### config.mk
export PLATFORM = sky130hd
export DESIGN_NAME = hsv_to_rgb_converter_top
export DESIGN_NICKNAME = d
export VERILOG_FILES = /design/src/hdl/hsv2rgb_pkg.sv /design/src/hdl/hsv_to_rgb_converter_top.sv
export SDC_FILE = /design/constraint.sdc
export NUM_CORES = 2
export LEC_CHECK = 0
export ABC_AREA = 1
export BUFFER_PORTS_ARGS = -buffer_cell sky130_fd_sc_hd__buf_2
export CAP_MARGIN = 0
export CELL_PAD_IN_SITES_DETAIL_PLACEMENT = 1
export CELL_PAD_IN_SITES_GLOBAL_PLACEMENT = 2
export CORE_UTILIZATION = 46
export CTS_BUF_LIST = sky130_fd_sc_hd__clkbuf_4
export DETAILED_ROUTE_END_ITERATION = 6
export MAX_ROUTING_LAYER = met4
export PLACE_DENSITY = 0.95
export SYNTH_ARGS = -nofsm -noshare
export SYNTH_HDL_FRONTEND = slang
export SYNTH_SLANG_ARGS = --single-unit
### constraint.sdc
create_clock -name clk -period 9.2 [get_ports clk]
set_input_delay 1.38 -clock clk [delete_from_list [all_inputs] [get_ports clk]]
set_output_delay 1.38 -clock clk [all_outputs]
set_load 0.02 [all_outputs]
### src/hdl/hsv2rgb_pkg.sv
// Package for the HSV to RGB converter: item types and conversion constants.
package hsv2rgb_pkg;

	// Input item: hue in degrees, saturation and value in percent
	typedef struct packed {
		logic [8:0] hue;
		logic [6:0] saturation;
		logic [6:0] brightness;
	} hsv_item_t;

	// Result item: validity flag and 8-bit colour channels
	typedef struct packed {
		logic       in_range;
		logic [7:0] red;
		logic [7:0] green;
		logic [7:0] blue;
	} rgb_item_t;

	// Input limits
	localparam logic [8:0] HUE_MAX = 9'd359;
	localparam logic [6:0] PCT_MAX = 7'd100;
	localparam logic [7:0] FULL    = 8'd255;

	// Inclusive upper bounds of the first five hue sectors
	localparam logic [8:0] SECT0_END = 9'd60;
	localparam logic [8:0] SECT1_END = 9'd120;
	localparam logic [8:0] SECT2_END = 9'd180;
	localparam logic [8:0] SECT3_END = 9'd240;
	localparam logic [8:0] SECT4_END = 9'd300;

	// Ramp slope 425/100 reduces to 17/4
	localparam logic [4:0] RAMP_MUL   = 5'd17;
	localparam int         RAMP_SHIFT = 2;

	// x/100 as (x * 5243) >> 19, exact for x up to 25500
	localparam logic [12:0] DIV100_RECIP = 13'd5243;
	localparam int          DIV100_SHIFT = 19;

endpackage

### src/hdl/hsv_to_rgb_converter_top.sv
// HSV to RGB converter: five-stage pipeline, one multiplier per channel in stages 2 to 5.
// An accepted item passes through the stage 1 to stage 5 registers in order; stage 5 drives rgb.
// Throughput: one item per cycle; the pipeline stalls only when rgb_ready is low
// and a stage holding an item cannot pass it on.
// Reset (arst_n low, asynchronous) empties the pipeline by clearing all valid bits.
// Hue is decoded to sector ramps in stage 1; blend, /100, scale and /100 follow.
module hsv_to_rgb_converter_top
	import hsv2rgb_pkg::*;
(
	input  logic      clk,
	input  logic      arst_n,
	input  logic      pix_valid,
	output logic      pix_ready,
	input  hsv_item_t pix,
	output logic      rgb_valid,
	input  logic      rgb_ready,
	output rgb_item_t rgb
);

	// Valid bits and stage advance enables
	logic vld_s1, vld_s2, vld_s3, vld_s4, vld_s5;
	logic adv1, adv2, adv3, adv4, adv5;

	assign adv5      = !vld_s5 || rgb_ready;
	assign adv4      = !vld_s4 || adv5;
	assign adv3      = !vld_s3 || adv4;
	assign adv2      = !vld_s2 || adv3;
	assign adv1      = !vld_s1 || adv2;
	assign pix_ready = adv1;
	assign rgb_valid = vld_s5;

	always_ff @(posedge clk or negedge arst_n) begin
		if (!arst_n) begin
			vld_s1 <= 1'b0;
			vld_s2 <= 1'b0;
			vld_s3 <= 1'b0;
			vld_s4 <= 1'b0;
			vld_s5 <= 1'b0;
		end else begin
			if (adv1) vld_s1 <= pix_valid;
			if (adv2) vld_s2 <= vld_s1;
			if (adv3) vld_s3 <= vld_s2;
			if (adv4) vld_s4 <= vld_s3;
			if (adv5) vld_s5 <= vld_s4;
		end
	end

	// Stage 1: range check, sector decode and ramp
	logic            ok;
	logic [8:0]      base;
	logic [2:0]      sect;
	logic [5:0]      off;
	logic [9:0]      ramp_full;
	logic [7:0]      ramp;
	logic [7:0]      fall;
	logic [2:0][7:0] chan;

	always_comb begin
		ok = (pix.hue <= HUE_MAX) && (pix.saturation <= PCT_MAX)
			&& (pix.brightness <= PCT_MAX);
		if (pix.hue <= SECT0_END) begin
			sect = 3'd0; base = 9'd0;
		end else if (pix.hue <= SECT1_END) begin
			sect = 3'd1; base = SECT0_END;
		end else if (pix.hue <= SECT2_END) begin
			sect = 3'd2; base = SECT1_END;
		end else if (pix.hue <= SECT3_END) begin
			sect = 3'd3; base = SECT2_END;
		end else if (pix.hue <= SECT4_END) begin
			sect = 3'd4; base = SECT3_END;
		end else begin
			sect = 3'd5; base = SECT4_END;
		end
		off       = 6'(pix.hue - base);
		ramp_full = 10'(off) * 10'(RAMP_MUL);
		ramp      = ramp_full[RAMP_SHIFT +: 8];
		fall      = FULL - ramp;
		// chan[2] red, chan[1] green, chan[0] blue
		case (sect)
			3'd0:    chan = {FULL, ramp, 8'd0};
			3'd1:    chan = {fall, FULL, 8'd0};
			3'd2:    chan = {8'd0, FULL, ramp};
			3'd3:    chan = {8'd0, fall, FULL};
			3'd4:    chan = {ramp, 8'd0, FULL};
			default: chan = {FULL, 8'd0, fall};
		endcase
		// out of range: zero everything so the result comes out zero
		if (!ok) chan = '0;
	end

	logic [2:0][7:0] c_s1;
	logic [6:0]      wash_s1;
	logic [6:0]      val_s1;
	logic            ok_s1;

	always_ff @(posedge clk) begin
		if (adv1) begin
			c_s1    <= chan;
			wash_s1 <= ok ? PCT_MAX - pix.saturation : 7'd0;
			val_s1  <= ok ? pix.brightness : 7'd0;
			ok_s1   <= ok;
		end
	end

	// Stage 2: (255 - c) * wash
	logic [2:0][14:0] p_s2;
	logic [2:0][7:0]  c_s2;
	logic [6:0]       val_s2;
	logic             ok_s2;

	always_ff @(posedge clk) begin
		if (adv2) begin
			for (int i = 0; i < 3; i++) begin
				p_s2[i] <= 15'(FULL - c_s1[i]) * 15'(wash_s1);
			end
			c_s2   <= c_s1;
			val_s2 <= val_s1;
			ok_s2  <= ok_s1;
		end
	end

	// Stage 3: divide by 100 and add back the channel
	logic [2:0][27:0] q3;
	logic [2:0][7:0]  t_s3;
	logic [6:0]       val_s3;
	logic             ok_s3;

	always_comb begin
		for (int i = 0; i < 3; i++) begin
			q3[i] = 28'(p_s2[i]) * 28'(DIV100_RECIP);
		end
	end

	always_ff @(posedge clk) begin
		if (adv3) begin
			for (int i = 0; i < 3; i++) begin
				t_s3[i] <= c_s2[i] + q3[i][DIV100_SHIFT +: 8];
			end
			val_s3 <= val_s2;
			ok_s3  <= ok_s2;
		end
	end

	// Stage 4: scale by value
	logic [2:0][14:0] m_s4;
	logic             ok_s4;

	always_ff @(posedge clk) begin
		if (adv4) begin
			for (int i = 0; i < 3; i++) begin
				m_s4[i] <= 15'(t_s3[i]) * 15'(val_s3);
			end
			ok_s4 <= ok_s3;
		end
	end

	// Stage 5: final divide by 100 into the output register
	logic [2:0][27:0] q5;
	logic [2:0][7:0]  res_s5;
	logic             ok_s5;

	always_comb begin
		for (int i = 0; i < 3; i++) begin
			q5[i] = 28'(m_s4[i]) * 28'(DIV100_RECIP);
		end
	end

	always_ff @(posedge clk) begin
		if (adv5) begin
			for (int i = 0; i < 3; i++) begin
				res_s5[i] <= q5[i][DIV100_SHIFT +: 8];
			end
			ok_s5 <= ok_s4;
		end
	end

	assign rgb.in_range = ok_s5;
	assign rgb.red      = res_s5[2];
	assign rgb.green    = res_s5[1];
	assign rgb.blue     = res_s5[0];

endmodule
==> impl_results.md <==
* R2R depth at 25
* Die ar. at 95500 um2
* TritonCTS Buffers at 70
* Met3 Wirelength at 2.80 mm
* Worst Path Arrival at 6.44 ns
* IO Port Bufs at 53
* Initial Utilization at 0.464
* Peak Freq at 169 MHz
* Ports at 54
* FP Rows at 112
* Setup repair bufs after CTS at 0
* CTS H-tree lvls at 3
* Worst-path clk slew at 0.07 ns
* Most repeated library cell on the critical path: inv_1
* WL met2 at 56.3 mm
* Gr usage total at 0.242
* FF+latch count, synth at 224
* Die height at 309 um
* Layout cell share with drive strength beyond 1 at 0.0431
* DRC errors left at 0
* DRT iter0 DRCs at 1228
* Via density at 5.06
* Crit-path max FO at 6
* Measured slew at the worst slew-check pin at 1.06 ns
* RR Startpoint: p_s2[40]
* Die X at 309 um
* RSZ-0062 raised after global routing: false
* Slowest CP cell: fa_1
* Seq/Total Area, Yosys at 0.155
* TritonCTS clock tree: yes
* Status: complete, no violations
* CP peak stage delay at 0.57 ns
* Slew Limit Fails at 0
* Post_cts resized at 0
* Period Utilization, post-route at 0.642
* Top sig layer: met4
* Synth area leaders: fa_1 (27%), ha_1 (24%), edfxtp_1 (15%)
* Clock Sinks at 224
* Setup violators final at 0
* Drt wl/cell at 17.0 um
* CP Capture Type: flip-flop
* Final ANT Viol Nets at 0
* Core ar. at 93300 um2
* Vias at 32207
* Class of the most critical setup path: reg2reg
* Global-route wire length before repair at 180 mm
* Worst path depth at 25
* CTS Buffer Depth at 3
* Setup TNS at 0 ns
* Total wire length at 109 mm
* Mean Syn Cell Area at 8.75 um2
* Crit-path leading delay family: adder cells
* Worst-Skew Late Latency at 0.90 ns
* Worst Skew at 0.112 ns
* Distinct cells, synth at 50
* Most frequent cells in the layout: inv_1 (1336), ha_1 (827), nand2_1 (748)
* Fin nets at 6498
* Maxcap violations at 0
* Pre-antenna DRT Iters at 5
* Type of origin of the critical path: flip-flop
* Ys Warns at 0
* CP bufs+invs at 6
* Cts hold-fix bufs at 0
* Hold WC Path Type: in2async
* Placer Congestion at 0.926
* Post-detail-place hpwl at 94.5 mm
* Fin. Hold Viols at 0
* Post-synth EDFFs at 219
* Top cell type's share of synthesized area at 0.273
* Most common cell after layout, fill and taps aside: inv_1
* Placement Cell Area at 45100 um2
* Cells after DPL at 6236
* Worst path required time at 9.74 ns
* Synth async-reset ratio at 0.0223
* Synth area leader: fa_1
* Non-Filler Instances at 6369
* Clock Root Buffer: clkbuf_4
* Vias in the first global route at 36377
* Post-Syn Area at 43300 um2
* Initial antenna violation count at 5
* Normalized max-slew margin at 0.295
* Fin area at 46100 um2
* Syn Inst Count at 4953
* Area grow syn2layout at 6.38%
* Met1 WL at 47.3 mm
* Period minus WS final at 5.91 ns
* Largest net degree at the start of global routing at 49
* Worst Setup SP: p_s2[40]
* Post-synthesis net count at 6397
* Grt ovf at 0
* Predominant post-synthesis flop cell: edfxtp_1
## layout make-up
class                           count  area [um2]
Antenna cell                        6        15.0
Clock buffer                       92         691
Clock inverter                     35         299
Fill cell                       11232       47200
Inverter                         1348        5060
Multi-Input combinational cell   3346       31400
Sequential cell                   224        6700
Tap cell                         1254        1570
Timing Repair Buffer               64         348
## cells in the mapped netlist, drive strengths merged, types with 36 or more instances
cell,number
xnor2,36
a21oi,175
nor2,379
fa,590
nand2,758
edfxtp,219
nand3,149
nand4,48
inv,1344
a21o,37
o21ai,113
xor2,107
ha,827
## state kept, by name (all words and copies together) (netlist names), 7 cells and up
signal,flops
m_s4,45
wash_s1,7
rgb,24
t_s3,24
val_s1,7
val_s3,7
val_s2,7
c_s2,24
c_s1,24
p_s2,45
## routing by layer
metal	global-route usage	up-vias
met5	-	-
met4	0.0574	0
met3	0.0275	155
met2	0.437	418
met1	0.286	16037
li1	-	15597
## cells by family (layout without fill, tap and decap cells)
group           count (synthesis)  after routing  synth area share
compound gates                405            405            0.0536
xor+xnor                      143            143            0.0289
fa+ha+maj                    1417           1417             0.511
buf+inv                      1383           1539             0.120
flops                         224            224             0.155
other cells                     0              6                 0
simple gates                 1381           1381             0.131
## worst register-to-register path, stage by stage (launching register included)
cell and delay (ns):
edfxtp_1 0.56, fa_1 0.57, ha_1 0.30, inv_1 0.05, fa_1 0.54, inv_1 0.06
fa_1 0.50, inv_1 0.06, fa_1 0.48, inv_1 0.04, ha_1 0.30, nand2_1 0.09
nor2_1 0.15, inv_1 0.07, nor2_1 0.11, nor2_1 0.05, nand2_1 0.07, xor2_1 0.16
ha_1 0.16, inv_1 0.07, fa_1 0.43, o21ai_0 0.30, nand2_1 0.11, a21oi_1 0.15
nor2_1 0.07, xnor2_1 0.12
## worst paths after layout
path	endpoint	slack, ns
max	t_s3[22]	3.29
min	vld_s3	0.34
max reg2reg	t_s3[22]	3.29
min reg2reg	ok_s5	0.36
max in group asynchronous	rgb_valid	8.64
min in group clk	ok_s5	0.36
## per-stage QoR
step                       util  hold slack (ns)  setup WS, ns
after floorplan               -            0.400          2.89
after global placement    0.483            0.406          3.45
after detailed placement  0.483            0.408          3.31
after CTS                 0.494            0.258          3.26
after global routing      0.494            0.270          2.84
final                     0.494            0.339          3.29
Power is not shown: default switching activity piles up to over one toggle a cycle in this logic, so the estimate is an artifact.
